==> src/at_rlc_pkg.sv <==
package at_rlc_pkg;

  localparam int LINE_CAP = 62;
  localparam int ADDR_W   = $clog2(LINE_CAP);
  localparam int CNT_W    = $clog2(LINE_CAP + 1);

  localparam logic [7:0] CODE_CR   = 8'h0D;
  localparam logic [7:0] SPACE_MAX = 8'd32;

  localparam logic [2:0] CLS_OK      = 3'd0;
  localparam logic [2:0] CLS_ERROR   = 3'd1;
  localparam logic [2:0] CLS_HTTP    = 3'd2;
  localparam logic [2:0] CLS_TEXT    = 3'd3;
  localparam logic [2:0] CLS_IGNORED = 3'd4;

  localparam int OK_LEN   = 2;
  localparam int ERR_LEN  = 5;
  localparam int ACT_LEN  = 12;
  localparam int AT_LEN   = 2;
  localparam int HTTP_LEN = 5;

  localparam logic [7:0] PFX_OK [OK_LEN] = '{8'h4F, 8'h4B};
  localparam logic [7:0] PFX_ERR [ERR_LEN] = '{8'h45, 8'h52, 8'h52, 8'h4F, 8'h52};
  localparam logic [7:0] PFX_ACT [ACT_LEN] = '{8'h2B, 8'h48, 8'h54, 8'h54, 8'h50, 8'h41,
                                               8'h43, 8'h54, 8'h49, 8'h4F, 8'h4E, 8'h3A};
  localparam logic [7:0] PFX_AT [AT_LEN] = '{8'h41, 8'h54};
  localparam logic [7:0] PFX_HTTP [HTTP_LEN] = '{8'h2B, 8'h48, 8'h54, 8'h54, 8'h50};

  typedef struct packed {
    logic store;      // accept one reply byte into the line
    logic begin_cmd;  // new command: drop capture
    logic classify;   // act on the finished line
    logic rd;         // read line store at ptr
    logic ld_byte;    // load read byte into output register
  } dp_cmd_t;

  typedef struct packed {
    logic is_cr;
    logic emit;       // line class carries payload bytes
    logic out_free;
    logic at_end;     // ptr is on the final stored byte
  } dp_stat_t;

endpackage

==> src/at_response_line_classifier.sv <==
// Channel  Dir  Handshake           Request fields
// in       in   in_valid/in_stall   command, rx_byte
// out      out  out_valid/out_stall line_class, payload_byte, has_byte, last
//
// A reply byte or a begin command is taken while the block is idle.
// A CR leads to a classify step, then a line store read and an output load
// per payload byte; a line with no payload gives one result.
// in_stall stays high from the CR until the last result is loaded.
// out_stall holds the output register and pauses the byte loop.
// rst is synchronous; it empties the line and clears the capture flag.
module at_response_line_classifier (
  input  logic       clk,
  input  logic       rst,
  input  logic       in_valid,
  output logic       in_stall,
  input  logic       command,
  input  logic [7:0] rx_byte,
  output logic       out_valid,
  input  logic       out_stall,
  output logic [2:0] line_class,
  output logic [7:0] payload_byte,
  output logic       has_byte,
  output logic       last
);

  at_rlc_pkg::dp_cmd_t  cmd;
  at_rlc_pkg::dp_stat_t stat;

  at_rlc_ctrl u_ctrl (
    .clk     (clk),
    .rst     (rst),
    .in_valid(in_valid),
    .command (command),
    .stat    (stat),
    .in_stall(in_stall),
    .cmd     (cmd)
  );

  at_rlc_dp u_dp (
    .clk         (clk),
    .rst         (rst),
    .rx_byte     (rx_byte),
    .cmd         (cmd),
    .stat        (stat),
    .out_stall   (out_stall),
    .out_valid   (out_valid),
    .line_class  (line_class),
    .payload_byte(payload_byte),
    .has_byte    (has_byte),
    .last        (last)
  );

endmodule

==> src/at_rlc_ram.sv <==
module at_rlc_ram #(
  parameter int WIDTH = 8,
  parameter int DEPTH = 62
) (
  input  logic                     clk,
  input  logic                     we,
  input  logic [$clog2(DEPTH)-1:0] waddr,
  input  logic [WIDTH-1:0]         wdata,
  input  logic                     re,
  input  logic [$clog2(DEPTH)-1:0] raddr,
  output logic [WIDTH-1:0]         rdata
);

  logic [WIDTH-1:0] mem [DEPTH];

  always_ff @(posedge clk) begin
    if (we) begin
      mem[waddr] <= wdata;
    end
    if (re) begin
      rdata <= mem[raddr];
    end
  end

endmodule

==> src/at_rlc_dp.sv <==
module at_rlc_dp (
  input  logic                clk,
  input  logic                rst,
  input  logic [7:0]          rx_byte,
  input  at_rlc_pkg::dp_cmd_t cmd,
  output at_rlc_pkg::dp_stat_t stat,
  input  logic                out_stall,
  output logic                out_valid,
  output logic [2:0]          line_class,
  output logic [7:0]          payload_byte,
  output logic                has_byte,
  output logic                last
);

  localparam int CW = at_rlc_pkg::CNT_W;

  logic [CW-1:0] length;
  logic [CW-1:0] lead;
  logic          in_lead;
  logic          f_ok, f_err, f_act, f_at, f_http;
  logic [CW-1:0] s2;
  logic          run2;
  logic          captured;
  logic [CW-1:0] ptr;
  logic [2:0]    cls_reg;
  logic [7:0]    rdata;

  logic          we;
  logic          is_space;
  logic          lead_byte;
  logic [CW-1:0] j;
  logic [CW-1:0] rest;
  logic          m_ok, m_err, m_act, m_at, m_http;
  logic [CW-1:0] start_h;
  logic          http_empty;
  logic [2:0]    cls;
  logic [CW-1:0] start;
  logic          emit;
  logic          cap_next;
  logic          out_free;

  assign we        = cmd.store && (length < CW'(at_rlc_pkg::LINE_CAP));
  assign is_space  = rx_byte <= at_rlc_pkg::SPACE_MAX;
  assign lead_byte = in_lead && is_space;
  assign j         = length - lead;
  assign rest      = length - lead;

  assign m_ok   = f_ok   && (rest >= CW'(at_rlc_pkg::OK_LEN));
  assign m_err  = f_err  && (rest >= CW'(at_rlc_pkg::ERR_LEN));
  assign m_act  = f_act  && (rest >= CW'(at_rlc_pkg::ACT_LEN));
  assign m_at   = f_at   && (rest >= CW'(at_rlc_pkg::AT_LEN));
  assign m_http = f_http && (rest >= CW'(at_rlc_pkg::HTTP_LEN));

  assign start_h    = lead + CW'(at_rlc_pkg::ACT_LEN) + s2;
  assign http_empty = start_h >= length;

  always_comb begin
    cls      = at_rlc_pkg::CLS_IGNORED;
    start    = lead;
    emit     = 1'b0;
    cap_next = captured;
    if (m_ok) begin
      cls = at_rlc_pkg::CLS_OK;
    end else if (m_err) begin
      cls = at_rlc_pkg::CLS_ERROR;
    end else if (m_act) begin
      cls      = at_rlc_pkg::CLS_HTTP;
      start    = start_h;
      emit     = !http_empty;
      cap_next = !http_empty;
    end else if (!captured && (length > lead) && !m_at && !m_http) begin
      cls      = at_rlc_pkg::CLS_TEXT;
      emit     = 1'b1;
      cap_next = 1'b1;
    end
  end

  assign out_free = !out_valid || !out_stall;

  assign stat.is_cr    = rx_byte == at_rlc_pkg::CODE_CR;
  assign stat.emit     = emit;
  assign stat.out_free = out_free;
  assign stat.at_end   = (ptr + CW'(1)) == length;

  at_rlc_ram #(
    .WIDTH(8),
    .DEPTH(at_rlc_pkg::LINE_CAP)
  ) u_store (
    .clk  (clk),
    .we   (we),
    .waddr(length[at_rlc_pkg::ADDR_W-1:0]),
    .wdata(rx_byte),
    .re   (cmd.rd),
    .raddr(ptr[at_rlc_pkg::ADDR_W-1:0]),
    .rdata(rdata)
  );

  // line scan state: leading-space count, prefix match flags, space run after action prefix
  always_ff @(posedge clk) begin
    if (rst) begin
      length   <= '0;
      lead     <= '0;
      in_lead  <= 1'b1;
      f_ok     <= 1'b1;
      f_err    <= 1'b1;
      f_act    <= 1'b1;
      f_at     <= 1'b1;
      f_http   <= 1'b1;
      s2       <= '0;
      run2     <= 1'b1;
      captured <= 1'b0;
      ptr      <= '0;
      cls_reg  <= at_rlc_pkg::CLS_IGNORED;
    end else begin
      if (cmd.begin_cmd) begin
        captured <= 1'b0;
      end
      if (we) begin
        length <= length + CW'(1);
        if (lead_byte) begin
          lead <= lead + CW'(1);
        end else begin
          in_lead <= 1'b0;
          if (j < CW'(at_rlc_pkg::OK_LEN) && rx_byte != at_rlc_pkg::PFX_OK[j[0]]) begin
            f_ok <= 1'b0;
          end
          if (j < CW'(at_rlc_pkg::ERR_LEN) && rx_byte != at_rlc_pkg::PFX_ERR[j[2:0]]) begin
            f_err <= 1'b0;
          end
          if (j < CW'(at_rlc_pkg::ACT_LEN) && rx_byte != at_rlc_pkg::PFX_ACT[j[3:0]]) begin
            f_act <= 1'b0;
          end
          if (j < CW'(at_rlc_pkg::AT_LEN) && rx_byte != at_rlc_pkg::PFX_AT[j[0]]) begin
            f_at <= 1'b0;
          end
          if (j < CW'(at_rlc_pkg::HTTP_LEN) && rx_byte != at_rlc_pkg::PFX_HTTP[j[2:0]]) begin
            f_http <= 1'b0;
          end
          if (j >= CW'(at_rlc_pkg::ACT_LEN)) begin
            if (run2 && is_space) begin
              s2 <= s2 + CW'(1);
            end else begin
              run2 <= 1'b0;
            end
          end
        end
      end
      if (cmd.classify) begin
        captured <= cap_next;
        cls_reg  <= cls;
        ptr      <= start;
      end
      if (cmd.ld_byte) begin
        ptr <= ptr + CW'(1);
      end
      // line is done once a single result is loaded or the final byte goes out
      if ((cmd.classify && !emit) || (cmd.ld_byte && stat.at_end)) begin
        length  <= '0;
        lead    <= '0;
        in_lead <= 1'b1;
        f_ok    <= 1'b1;
        f_err   <= 1'b1;
        f_act   <= 1'b1;
        f_at    <= 1'b1;
        f_http  <= 1'b1;
        s2      <= '0;
        run2    <= 1'b1;
      end
    end
  end

  always_ff @(posedge clk) begin
    if (rst) begin
      out_valid <= 1'b0;
    end else if ((cmd.classify && !emit) || cmd.ld_byte) begin
      out_valid <= 1'b1;
    end else if (!out_stall) begin
      out_valid <= 1'b0;
    end
  end

  always_ff @(posedge clk) begin
    if (cmd.classify && !emit) begin
      line_class   <= cls;
      payload_byte <= 8'd0;
      has_byte     <= 1'b0;
      last         <= 1'b1;
    end else if (cmd.ld_byte) begin
      line_class   <= cls_reg;
      payload_byte <= rdata;
      has_byte     <= 1'b1;
      last         <= stat.at_end;
    end
  end

endmodule

==> src/at_rlc_ctrl.sv <==
module at_rlc_ctrl (
  input  logic                 clk,
  input  logic                 rst,
  input  logic                 in_valid,
  input  logic                 command,
  input  at_rlc_pkg::dp_stat_t stat,
  output logic                 in_stall,
  output at_rlc_pkg::dp_cmd_t  cmd
);

  typedef enum logic [1:0] {
    ST_IDLE,
    ST_CLASS,
    ST_RD,
    ST_LD
  } state_t;

  state_t state;
  state_t state_next;

  assign in_stall = state != ST_IDLE;

  always_comb begin
    state_next = state;
    cmd        = '0;
    case (state)
      ST_IDLE: begin
        if (in_valid) begin
          if (command) begin
            cmd.begin_cmd = 1'b1;
          end else if (stat.is_cr) begin
            state_next = ST_CLASS;
          end else begin
            cmd.store = 1'b1;
          end
        end
      end
      ST_CLASS: begin
        if (stat.emit) begin
          cmd.classify = 1'b1;
          state_next   = ST_RD;
        end else if (stat.out_free) begin
          cmd.classify = 1'b1;
          state_next   = ST_IDLE;
        end
      end
      ST_RD: begin
        cmd.rd     = 1'b1;
        state_next = ST_LD;
      end
      ST_LD: begin
        if (stat.out_free) begin
          cmd.ld_byte = 1'b1;
          state_next  = stat.at_end ? ST_IDLE : ST_RD;
        end
      end
      default: begin
        state_next = ST_IDLE;
      end
    endcase
  end

  always_ff @(posedge clk) begin
    if (rst) begin
      state <= ST_IDLE;
    end else begin
      state <= state_next;
    end
  end

endmodule

==> config.mk <==
export PLATFORM = sky130hd
export DESIGN_NAME = at_response_line_classifier
export DESIGN_NICKNAME = d
export VERILOG_FILES = /design/src/at_rlc_pkg.sv /design/src/at_response_line_classifier.sv /design/src/at_rlc_ram.sv /design/src/at_rlc_dp.sv /design/src/at_rlc_ctrl.sv
export SDC_FILE = /design/constraint.sdc
export NUM_CORES = 1
export LEC_CHECK = 0
export BUFFER_PORTS_ARGS = -buffer_cell sky130_fd_sc_hd__buf_2
export CAP_MARGIN = 20
export CORE_AREA = 2 2 261 263
export CTS_BUF_LIST = sky130_fd_sc_hd__clkbuf_8
export CTS_CLUSTER_SIZE = 8
export DETAILED_ROUTE_END_ITERATION = 7
export DIE_AREA = 0 0 263 265
export SKIP_CTS_REPAIR_TIMING = 1
export SLEW_MARGIN = 0
export SYNTH_ARGS = -nofsm -noshare
export SYNTH_HDL_FRONTEND = slang
export SYNTH_SLANG_ARGS = --single-unit
==> constraint.sdc <==
create_clock -name clk -period 4.8 [get_ports clk]
set_input_delay 0.24 -clock clk [delete_from_list [all_inputs] [get_ports clk]]
set_output_delay 0.24 -clock clk [all_outputs]
set_load 0.005 [all_outputs]
# Yosys cells after proc, flatten, opt, wreduce, memory -nomap -nowiden

Memories as Yosys holds them, arrays and structs flattened. A register that Yosys moved wholly into a read port is not among the register bits.
Index checks and enable logic that the tools add are counted.
Widths: inputs -> output; s select.

$add $sub $neg: 7
Multiply operators: 0
Div/mod/pow operators: 0
Magnitude comparators: 13
Equal/unequal tests: 19
Shift-type cells: 0
Multiplexer cells: 55
Bitwise gates (word level): 5
Reduce and logical (&&, ||, !) cells: 45

Operators by type and width:

| cell                | count |
|---|---|
| $mux 8              | 10 |
| $ne 8x8->1          | 5 |
| $mux 6              | 5 |
| $add 6x1->6 const B | 4 |
| $mux 1              | 22 |
| $mux 3              | 7 |
| $logic_and 1x1->1   | 18 |
| $mux 2              | 9 |
| $reduce_and 3->1    | 5 |
| $reduce_and 4->1    | 3 |
| $ne 2x2->1 const B  | 5 |
| $eq 8x4->1 const B  | 1 |
| $le 8x6->1 const B  | 1 |
| $pmux 2 s4          | 1 |
| $reduce_bool 2->1   | 4 |
| $logic_not 1->1     | 7 |
| $add 6x4->6 const B | 1 |
| $add 6x6->6         | 1 |
| $eq 6x6->1          | 1 |
| $ge 6x2->1 const B  | 1 |
| $ge 6x3->1 const B  | 1 |
| $ge 6x4->1 const B  | 1 |
| $ge 6x6->1          | 1 |
| $gt 6x6->1          | 1 |
| 23 further kinds    | 29 |

Register bits after elaboration: 51
Latch bits: 0
RAM bits: 496
Bits in read-only memories: 256
Bits of input ports: 13
Output and inout bits: 15
Word-level logic and storage cells: 167
Memories kept: 4

Memory list:

| memory           | words | bits a word | read ports | clocked after memory_dff | wr ports | line             | source |
|---|---|---|---|---|---|---|---|
| u_dp.u_store.mem | 62    | 8           | 1          | 1                        | 1        | at_rlc_ram.sv:14 | `logic [WIDTH-1:0] mem [DEPTH];` |
| (no name shown)  | 16    | 8           | 1          | 0                        | 0        | at_rlc_dp.sv:130 | `if (j < CW'(at_rlc_pkg::ACT_LEN) && rx_byte != at_rlc_pkg::PFX_ACT[j[3:0]]) begin` |
| (no name shown)  | 8     | 8           | 1          | 0                        | 0        | at_rlc_dp.sv:136 | `if (j < CW'(at_rlc_pkg::HTTP_LEN) && rx_byte != at_rlc_pkg::PFX_HTTP[j[2:0]]) begin` |
| (no name shown)  | 8     | 8           | 1          | 0                        | 0        | at_rlc_dp.sv:127 | `if (j < CW'(at_rlc_pkg::ERR_LEN) && rx_byte != at_rlc_pkg::PFX_ERR[j[2:0]]) begin` |

# Depth between registers and ports, before layout

Gate-level depths: netlist of run 1.

Word-level depth: 15
Gate-level depth with buffers: 17
Gate-level depth less buffers: 15

# Modules after synthesis

Synthesis of run 1 repeated with hierarchy kept, for this count alone.

Cells, all modules: 1,399
Area total of the unflattened synthesis: 23,497.5 um^2

By module, submodules not included:

| module      | instances | cells each | area each (um^2) | sequential area each (um^2) |
|---|---|---|---|---|
| at_rlc_ram  | 1         | 935        | 19,636.3         | 15,134.5 |
| at_rlc_dp   | 1         | 444        | 3,722.3          | 1,011.0 |
| at_rlc_ctrl | 1         | 20         | 138.9            | 40.0 |

# Worst setup path before layout of run 1

Ideal clock, no wire load.

Path type: reg2reg
From: register u_dp.length[0]
To: register u_dp.line_class[0], data pin
Setup time: 0.260 ns
Arrival: 3.570 ns
Required time: 4.540 ns
Path slack: 0.970 ns
Cell stages (with the launch flop): 15
Buffers on the path: 1
Period minus slack after synthesis: 3.830 ns
Cells stage by stage: dfxtp_1 -> clkbuf_1 -> inv_1 -> ha_1 -> inv_1 -> fa_1 -> inv_1 -> ha_1 -> a21oi_2 -> a2111oi_1 -> o311ai_1 -> a221oi_2 -> a21oi_2 -> o21bai_4 -> mux2_2

Cells in the longest elaborated chain, start to end: 14
Elaborated cells on any way between the ends: 30
Those cells by class: add/sub: 1; order compare: 5; mux: 11; reduce/logical: 13

Ends and longest elaborated chain:

| element                        | line                             | source |
|---|---|---|
| start, declared                | at_rlc_dp.sv:17                  | `logic [CW-1:0] length;` |
| start signal, assigned         | at_rlc_dp.sv:119                 | `length <= length + CW'(1);` |
| $sub 6x6->6                    | at_rlc_dp.sv:46                  | `assign rest = length - lead;` |
| $ge 6x2->1                     | at_rlc_dp.sv:48, at_rlc_dp.sv:51 |  |
| $logic_and 1x1->1              | at_rlc_dp.sv:51                  | `assign m_at = f_at && (rest >= CW'(at_rlc_pkg::AT_LEN));` |
| $logic_not 1->1                | at_rlc_dp.sv:71                  | `end else if (!captured && (length > lead) && !m_at && !m_http) begin` |
| $logic_and 1x1->1 (2 in a row) | at_rlc_dp.sv:71                  |  |
| $mux 1                         | at_rlc_dp.sv:71                  |  |
| $mux 1                         | at_rlc_dp.sv:66                  | `end else if (m_act) begin` |
| $mux 1                         | at_rlc_dp.sv:64                  | `end else if (m_err) begin` |
| $mux 1                         | at_rlc_dp.sv:62                  | `if (m_ok) begin` |
| $mux 1                         | at_rlc_ctrl.sv:39                | `if (stat.emit) begin` |
| $mux 1                         | at_rlc_ctrl.sv:26                | `case (state)` |
| $logic_and 1x1->1              | at_rlc_dp.sv:183                 | `if (cmd.classify && !emit) begin` |
| $mux 3 *                       | at_rlc_dp.sv:183                 |  |
| end signal, assigned           | at_rlc_dp.sv:184                 | `line_class <= cls;` |
| end signal, assigned           | at_rlc_dp.sv:189                 | `line_class <= cls_reg;` |
| end, declared                  | at_rlc_dp.sv:9                   | `output logic [2:0] line_class,` |

Every way passes the cells marked *; elsewhere a longest branch is shown, timed or not.
A chain may end at the register's enable or synchronous reset.

# Worst setup path after layout of run 1

From: register u_dp.lead[0]
To: register u_dp.line_class[0], data pin

Cells in the longest elaborated chain, start to end: 14
Elaborated cells on any way between the ends: 32
Those cells by class: add/sub: 3; order compare: 5; mux: 11; reduce/logical: 13

Ends and longest elaborated chain:

| element                                              | line             | source |
|---|---|---|
| start, declared                                      | at_rlc_dp.sv:18  | `logic [CW-1:0] lead;` |
| start signal, assigned                               | at_rlc_dp.sv:121 | `lead <= lead + CW'(1);` |
| branches (longest 13 deep; another with $add 6x4->6) | -                |  |
| $mux 3 *                                             | at_rlc_dp.sv:183 |  |

Every way passes the cells marked *.

==> results of run 1 <==
-- worst max-delay path: stages, from the launching register on --
cell and delay, ns:
dfxtp_1 0.49, ha_1 0.22, inv_1 0.06, fa_1 0.60, inv_1 0.19, ha_1 0.32, a21oi_2 0.11, a2111oi_1 0.40
o311ai_1 0.17, a221oi_2 0.43, a21oi_2 0.19, o21bai_4 0.28, mux2_2 0.38
-- Yosys cell counts, drive strengths merged, types with 3 or more instances --
cell type	instances	area share (%)
inv	29	0.47
nor4	3	0.081
o21a	4	0.13
xnor2	28	1.1
nor3	7	0.15
nor3b	3	0.097
o22ai	4	0.13
or2	5	0.15
and3	3	0.081
ha	31	1.7
dfxtp	48	4.1
nor4b	4	0.15
nor2	121	2.0
xor2	14	0.53
nand3	20	0.43
a21oi	32	0.74
or3	4	0.11
nand2	58	0.98
and2	6	0.16
edfxtp	507	66
buf	22	0.52
nor2b	3	0.081
a2111oi	3	0.17
clkbuf	43	0.70
a211oi	6	0.22
a31oi	6	0.16
nand4	10	0.27
mux2	10	0.49
mux4	160	16
o21ai	20	0.45
mux2i	12	0.52
a21o	12	0.39
a211o	3	0.12
-- per-layer routing --
layer	track usage, %	wire (um)	up-vias
met4	4.59	1070	4
met2	24.6	25700	397
met5	0	31	-
met1	22.4	24600	6337
li1	-	-	5307
met3	3.40	3380	80
-- area by class of cell --
class	instances	area, um^2	area share [%]
multi-input combinational	624	6630	25.3
sequential	555	16200	61.8
tap	873	1090	4.17
clock inverter	62	308	1.18
clock buffer	96	1320	5.05
antenna	1	2.50	0.00956
timing repair buffer	72	533	2.04
inverter	29	109	0.416
-- how the worst max path moves through the flow --
stage | from | end | slack [ns] | depth (start not counted)
after floorplan | u_dp.length[0] | u_dp.line_class[0] | 0.97 | 14
final | u_dp.lead[0] | u_dp.line_class[0] | 0.70 | 12
after CTS | u_dp.lead[0] | u_dp.line_class[0] | 0.75 | 12
after detailed placement | u_dp.lead[0] | u_dp.line_class[0] | 0.76 | 12
after global routing | u_dp.lead[0] | u_dp.line_class[0] | 0.44 | 13
after global placement | u_dp.lead[0] | u_dp.line_class[0] | 0.86 | 13
-- cell families after synthesis --
kind of cell | count (synthesis) | share of synthesized area, %
XOR/XNOR | 42 | 1.65
flip-flops | 555 | 69.8
AND/OR/NAND/NOR | 255 | 4.99
AO/OA/AOI/OAI | 112 | 3.51
adder cells (fa/ha/maj) | 33 | 1.84
multiplexers | 182 | 16.5
buffers and inverters | 94 | 1.68
-- where the power goes --
group          switching (mW)  total [mW]  internal (mW)
clock                    1.84        3.75           1.90
combinational           0.216       0.309         0.0929
sequential            0.00806        5.29           5.28
total                    2.07        9.35           7.28
==> impl_metrics.yaml, run 1 <==
run_status:
  status: "completed"
pwr:
  ir_worst_vdd_uv: 176
  power_mw: 9.35
  leakage_nw: 8.23
  p_per_area_nw_per_um2: 357
sta:
  hold_viol: 0
  clock.fmax_mhz: 244
  slew_viol_final: 0
  clock_skew_ns: 0.0238
  relSlewSlack_pct: 33.7
  post-route-period-util_pct: 85.5
  holdWs_ns: 0.0536
  rsz0062_at_grt: "false"
  final-setup-viol-count: 0
  tightest_slew_ns: 0.990
  min_period_ns: 4.10
  fin_tns_setup_ns: 0
  fin_ws_ns: 0.697
route:
  ant_nets: 0
  drt_wl_total_mm: 54.8
  drtPass1Iterations: 5
  drcViolationCount: 0
  detail_route.wl_per_cell_um: 23.7
  drt-initial-drc-count: 1225
  num_vias: 12100
  viasPerCell: 5.24
clock_tree:
  h-tree-depth: 3
  cts.sinks: 555
  max-clock-path-buffers: 3
  numCtsBuffers: 92
  clock_tree.root_cell: "clkbuf_8"
  cts_tree: "built"
  clk_latency_ns: 0.70
  clk_pin_slew_worst_paths_ns: 0.06
synth:
  synth-main-ff-cell: "edfxtp_1"
  yosysSeqAreaShare_pct: 69.8
  synth_cell_types: 76
  syn_area_um2: 23200
  postSynthCellCount: 1273
  synth_edf_count: 507
  ys_seq_elements: 555
  ys_warn_count: 0
  synth_area_per_cell_um2: 18.2
  ys_async_sr_fraction_pct: 0
  syn_nets: 1319
layout:
  reg_top3: "u_dp.u_store.mem (496), u_dp.payload_byte (8), u_dp.u_store.rdata (8)"
  layout_commonest_cell: "edfxtp_1"
  drive_gt1_share_pct: 26.1
  finalInstanceArea_um2: 26200
  filler_cell_count: 6052
  largest_reg_flops: 496
  final_cell_mix: "507 x edfxtp_1, 160 x mux4_2, 120 x nor2_1"
  final_nets: 1420
  regMostFlops: "u_dp.u_store.mem"
  syn2layout_area_growth_pct: 12.9
  final_util_pct: 39.2
  fin_cells: 2312
global_route:
  grt_max_degree: 68
  grt_pass1_wl_mm: 81.3
  grt-ovfl-total: 0
  grt_antenna_before_repair: 3
  grt_usage_pct: 15.8
  grt_pass1_vias: 12300
worst_setup_path:
  crit_path_start_kind: "flip-flop"
  arrival_ns: 4.53
  critPathMaxFanout: 9
  timing.rr.start: "u_dp.lead[0]"
  rr_worst_depth: 12
  rrSetupSlack_ns: 0.70
  reg2reg_to: "u_dp.line_class[0]"
  endpoint_kind: "flip-flop"
  critPathRequiredTime_ns: 5.23
  criticalPathCategory: "reg2reg"
place:
  place_congestion: 0.876
  placed_cell_area_um2: 24500
  numPortBuffers: 27
  place_inst: 2149
  post-place-ws_ns: 0.762
  dpl.hpwl_mm: 35.3
die:
  dieHeight_um: 265
  initial_utilization_pct: 34.7
  pin_count: 28
  die_area_um2: 69700
  num_rows: 95
  die_width_um: 263
  core_um2: 66800
min_path:
  min_path_type: "in2reg"
  min_path_cells: 3
  min-delay-start: "out_stall"
  whs_endpoint: "u_dp.out_valid"
job:
  drv_cap: 0
Note: power is estimated with default switching activity, not from simulation.
==> inputs of run 2 (changes only) <==
--- a/config.mk
+++ b/config.mk
@@ -8,7 +8,6 @@
 export BUFFER_PORTS_ARGS = -buffer_cell sky130_fd_sc_hd__buf_2
 export CAP_MARGIN = 20
 export CORE_AREA = 2 2 261 263
-export CTS_BUF_LIST = sky130_fd_sc_hd__clkbuf_8
 export CTS_CLUSTER_SIZE = 8
 export DETAILED_ROUTE_END_ITERATION = 7
 export DIE_AREA = 0 0 263 265
==> impl_metrics.yaml, run 2 (same netlist as run 1, synthesis figures left out) <==
worst_setup_path:
  path_buf_inv: 2
  arrival_ns: 4.45
  crit_path_start_kind: "flip-flop"
  path_cells: "ha_1 > inv_1 > fa_1 > inv_1 > ha_1 > a21oi_2 > a2111oi_1 > o311ai_1 > a221oi_2 > a21oi_2 > o21bai_4 > mux2_2"
  slowest_stage: "fa_1"
  criticalPathCategory: "reg2reg"
  endpoint_kind: "flip-flop"
  critPathRequiredTime_ns: 5.14
  critPathMaxStageDelay_ns: 0.60
  path_delay_family: "compound AO/OA/AOI/OAI gates"
  rr_worst_depth: 12
  critPathMaxFanout: 9
  path_depth: 12
route:
  drcViolationCount: 0
  detail_route.wl_per_cell_um: 24.4
  drtPass1Iterations: 5
  num_vias: 12100
  drt-initial-drc-count: 1123
  viasPerCell: 5.38
  ant_nets: 0
  drt_wl_total_mm: 54.9
global_route:
  grt_pass1_vias: 12200
  grt_usage_pct: 15.8
  grt-ovfl-total: 0
  grt_pass1_wl_mm: 81.5
  grt_antenna_before_repair: 1
  grt_max_degree: 68
run_status:
  status: "completed"
die:
  dieHeight_um: 265
  pin_count: 28
  core_um2: 66800
  initial_utilization_pct: 34.7
  die_area_um2: 69700
  die_width_um: 263
  num_rows: 95
layout:
  diodes: 0
  layout_commonest_cell: "edfxtp_1"
  filler_cell_count: 5970
  largest_reg_flops: 496
  regMostFlops: "u_dp.u_store.mem"
  final_cell_mix: "507 x edfxtp_1, 160 x mux4_2, 120 x nor2_1"
  reg_top3: "u_dp.u_store.mem (496), u_dp.payload_byte (8), u_dp.u_store.rdata (8)"
  finalInstanceArea_um2: 26600
  final_nets: 1404
  syn2layout_area_growth_pct: 14.9
  drive_gt1_share_pct: 25.4
sta:
  final-setup-viol-count: 0
  hold_viol: 0
  clock_skew_ns: 0.0232
  clock.fmax_mhz: 243
  rsz0062_at_grt: "false"
  slew_viol_final: 0
  tightest_slew_ns: 0.989
  holdWs_ns: 0.0140
  post-route-period-util_pct: 85.6
  relSlewSlack_pct: 33.8
  min_period_ns: 4.11
  fin_tns_setup_ns: 0
job:
  drv_cap: 0
pwr:
  p_sw_mw: 2.12
  power_frac_comb_pct: 2.9
  power.internal_mw: 8.37
  pwr-share-clk_pct: 46.5
  leakage_nw: 8.30
  ir_worst_vdd_uv: 231
  p_per_area_nw_per_um2: 394
  p_seq_share_pct: 50.5
  p_sw_share_pct: 20.2
clock_tree:
  numCtsBuffers: 79
  max-clock-path-buffers: 3
  clock_tree.root_cell: "clkbuf_16"
  cts.sinks: 555
  clk_latency_ns: 0.60
  clk_pin_slew_worst_paths_ns: 0.05
  h-tree-depth: 3
  cts_tree: "built"
place:
  numPortBuffers: 27
  dpl.hpwl_mm: 35.3
  place_congestion: 0.876
  placed_cell_area_um2: 24500
min_path:
  min_path_type: "in2reg"
  min_path_cells: 1
run 2: changes by cell type in the layout (fill, tap and decap cells not counted):
cell / previous run / this run
inv_16: 0 / 1
clkbuf_16: 0 / 81
inv_1: 60 / 29
clkinv_4: 1 / 0
clkinv_1: 17 / 2
inv_8: 3 / 0
diode_2: 1 / 0
clkinvlp_4: 1 / 0
dlygate4sd3_1: 4 / 1
clkinv_2: 6 / 0
clkbuf_1: 0 / 12
bufinv_16: 1 / 0
clkbuf_8: 96 / 0
run 2: path summary, 6_finish.rpt:
kind / from / to / slack [ns]
max: u_dp.lead[0] / u_dp.line_class[0] / 0.69
min: rx_byte[1] / u_dp.u_store.mem[40][1] / 0.01
min reg2reg: u_dp.payload_byte[4] / u_dp.payload_byte[4] / 0.45
max reg2reg: u_dp.lead[0] / u_dp.line_class[0] / 0.69
run 2: cell type report:
class	instances	area (um^2)	share of cell area (%)
Timing Repair Buffer	69	503	1.89
Inverter	29	109	0.409
Multi-Input combinational cell	624	6630	24.9
Sequential cell	555	16200	60.8
Clock buffer	93	2070	7.78
Tap cell	873	1090	4.10
Clock inverter	5	45.0	0.169
run 2: stage by stage:
stage	util, %	total power, mW	setup slack [ns]	cells
final	39.9	10.5	0.693	2248
after global routing	39.9	10.8	0.421	2248
after CTS	39.9	10.6	0.737	2247
after detailed placement	36.7	5.70	0.762	2149
after global placement	36.7	5.69	0.855	2149
after floorplan	-	5.55	0.970	1273
run 2: power by group through the flow:
| stage | Sequential, mW | Clock, mW | Combinational (mW) |
|---|---|---|---|
| after floorplan | 5.39 | 0 | 0.157 |
| after global placement | 5.39 | 0 | 0.300 |
| after detailed placement | 5.39 | 0 | 0.307 |
| after CTS | 5.30 | 4.98 | 0.308 |
| after global routing | 5.30 | 5.19 | 0.334 |
| final | 5.30 | 4.88 | 0.308 |
run 2: routing by layer:
layer | vias up | share of wire (%) | track usage, %
met5 | - | 0.029 | 0
met4 | 2 | 2.3 | 4.85
met3 | 88 | 5.9 | 3.28
met2 | 399 | 47 | 24.7
met1 | 6344 | 45 | 22.4
li1 | 5255 | - | -
==> inputs of run 3 (changes only) <==
--- a/config.mk
+++ b/config.mk
@@ -7,12 +7,13 @@
 export LEC_CHECK = 0
 export BUFFER_PORTS_ARGS = -buffer_cell sky130_fd_sc_hd__buf_2
 export CAP_MARGIN = 20
-export CORE_AREA = 2 2 261 263
+export CORE_AREA = 2 2 263 265
 export CTS_CLUSTER_SIZE = 8
 export DETAILED_ROUTE_END_ITERATION = 7
-export DIE_AREA = 0 0 263 265
+export DIE_AREA = 0 0 265 267
 export SKIP_CTS_REPAIR_TIMING = 1
 export SLEW_MARGIN = 0
 export SYNTH_ARGS = -nofsm -noshare
 export SYNTH_HDL_FRONTEND = slang
+export SYNTH_HIERARCHICAL = 1
 export SYNTH_SLANG_ARGS = --single-unit
==> impl_metrics.yaml, run 3 <==
global_route:
  grt-ovfl-total: 0
  grt_antenna_before_repair: 1
  grt_pass1_vias: 13100
  grt_pass1_wl_mm: 83.9
  grt_max_degree: 74
  grt_usage_pct: 15.9
layout:
  reg_top3: "u_dp/u_store/mem (496), u_dp/payload_byte (8), u_dp/u_store/rdata (8)"
  largest_reg_flops: 496
  drive_gt1_share_pct: 23.1
  diodes: 0
  final_cell_mix: "507 x edfxtp_1, 117 x nor2_1, 114 x mux4_2"
  syn2layout_area_growth_pct: 16.1
  filler_cell_count: 6125
  final_nets: 1569
  regMostFlops: "u_dp/u_store/mem"
  final_util_pct: 40.1
  layout_commonest_cell: "edfxtp_1"
worst_setup_path:
  critPathRequiredTime_ns: 5.10
  endpoint_kind: "flip-flop"
  criticalPathCategory: "reg2reg"
  crit_path_start_kind: "flip-flop"
  arrival_ns: 4.78
  critPathMaxFanout: 13
synth:
  synth-main-ff-cell: "edfxtp_1"
  yosysTopAreaCell: "edfxtp_1"
  synth_common_cells: "507 x edfxtp_1, 117 x nor2_1, 114 x mux4_2"
  netlist.area_leader.share_pct: 64.8
  synth_most_common_cell: "edfxtp_1"
  yosys-top-cells-area: "edfxtp_1 65%, mux4_2 11%, dfxtp_1 4.1%"
  postSynthCellCount: 1399
  ys_warn_count: 6
  syn_area_um2: 23500
  ys_async_sr_fraction_pct: 0
  synth_cell_types: 83
  synth_area_per_cell_um2: 16.8
  yosysSeqAreaShare_pct: 68.9
  synth_edf_count: 507
  ys_seq_elements: 555
  syn_nets: 1445
clock_tree:
  h-tree-depth: 3
  max-clock-path-buffers: 3
  clk_pin_slew_worst_paths_ns: 0.05
  clk_latency_ns: 0.61
  numCtsBuffers: 79
  cts_tree: "built"
  cts.sinks: 555
  clock_tree.root_cell: "clkbuf_16"
sta:
  slew_viol_final: 0
  min_period_ns: 4.48
  relSlewSlack_pct: 29.4
  clock_skew_ns: 0.0227
  post-route-period-util_pct: 93.3
  holdWs_ns: 0.0470
  fin_ws_ns: 0.322
  clock.fmax_mhz: 223
  fin_tns_setup_ns: 0
  final-setup-viol-count: 0
  hold_viol: 0
  rsz0062_at_grt: "false"
  tightest_slew_ns: 1.06
die:
  num_rows: 96
  pin_count: 28
  initial_utilization_pct: 34.6
  die_area_um2: 70800
  die_width_um: 265
  core_um2: 68000
  dieHeight_um: 267
route:
  drt_wl_total_mm: 56.1
  detail_route.wl_per_cell_um: 23.1
  drt-initial-drc-count: 1361
  drtPass1Iterations: 6
  num_vias: 13000
  drcViolationCount: 0
  viasPerCell: 5.36
  ant_nets: 0
place:
  place_congestion: 0.847
  post-place-ws_ns: 0.238
  dpl.hpwl_mm: 34.6
  numPortBuffers: 27
pwr:
  p_per_area_nw_per_um2: 388
  ir_worst_vdd_uv: 231
  leakage_nw: 8.82
  power_mw: 10.6
job:
  drv_cap: 0
min_path:
  min_path_type: "in2reg"
run_status:
  status: "completed"
run 3: worst paths after layout:
path                start            endpoint  slack [ns]  depth (start not counted)
max          u_dp/lead[0]  u_dp/line_class[0]        0.32                         17
min             out_stall      u_dp/out_valid        0.05                          4
max reg2reg  u_dp/lead[0]  u_dp/line_class[0]        0.32                         17
min reg2reg     u_dp/run2           u_dp/run2        0.46                          2
run 3: critical path, stage by stage (launching register included):
cell and delay, ns:
dfxtp_1 0.46, ha_1 0.22, inv_1 0.05, fa_1 0.51, inv_1 0.10, ha_1 0.19
and2_1 0.17, a2111oi_0 0.43, o21ai_1 0.22, or3_1 0.45, a21oi_2 0.22, nor2_1 0.07
nor3b_1 0.18, buf_4 0.20, o21ai_1 0.16, nor2_2 0.16, buf_4 0.20, or2_1 0.19
run 3: power breakdown:
part | internal (mW) | switching [mW] | total, mW
logic | 0.113 | 0.237 | 0.350
registers | 5.30 | 0.0101 | 5.31
clock network | 2.98 | 1.93 | 4.91
run 3: cells by family (layout without fill, tap and decap cells):
| logic type | Yosys count | in the layout | synth area share, % |
|---|---|---|---|
| AO/OA/AOI/OAI | 164 | 164 | 4.85 |
| buffers and inverters | 120 | 268 | 2.35 |
| flip-flops | 555 | 555 | 68.9 |
| XOR/XNOR | 42 | 42 | 1.66 |
| multiplexers | 185 | 185 | 14.0 |
| AND/OR/NAND/NOR | 300 | 300 | 6.43 |
| adder cells (fa/ha/maj) | 33 | 33 | 1.82 |
run 3: routing by layer:
metal	track usage (%)	wire, um	share of wire, %	vias up
li1	-	-	-	5765
met1	21.8	24600	44	6700
met2	25.4	26300	47	470
met3	3.41	3780	6.7	96
met4	5.44	1430	2.6	0
met5	0	0	0	-
run 3: metrics by stage:
step	std cells	cell area, um^2
after CTS	2427	27200
final	2429	27300
after detailed placement	2322	25100
after floorplan	1399	23500
after global routing	2429	27300
after global placement	2322	25100
run 3: area by class of cell:
type	count	area, um^2	share of cell area (%)
Clock buffer	98	2060	7.55
Inverter	44	165	0.606
Tap cell	882	1100	4.05
Sequential cell	555	16200	59.4
Timing Repair Buffer	119	881	3.23
Multi-Input combinational cell	724	6770	24.8
Clock inverter	7	96.3	0.353
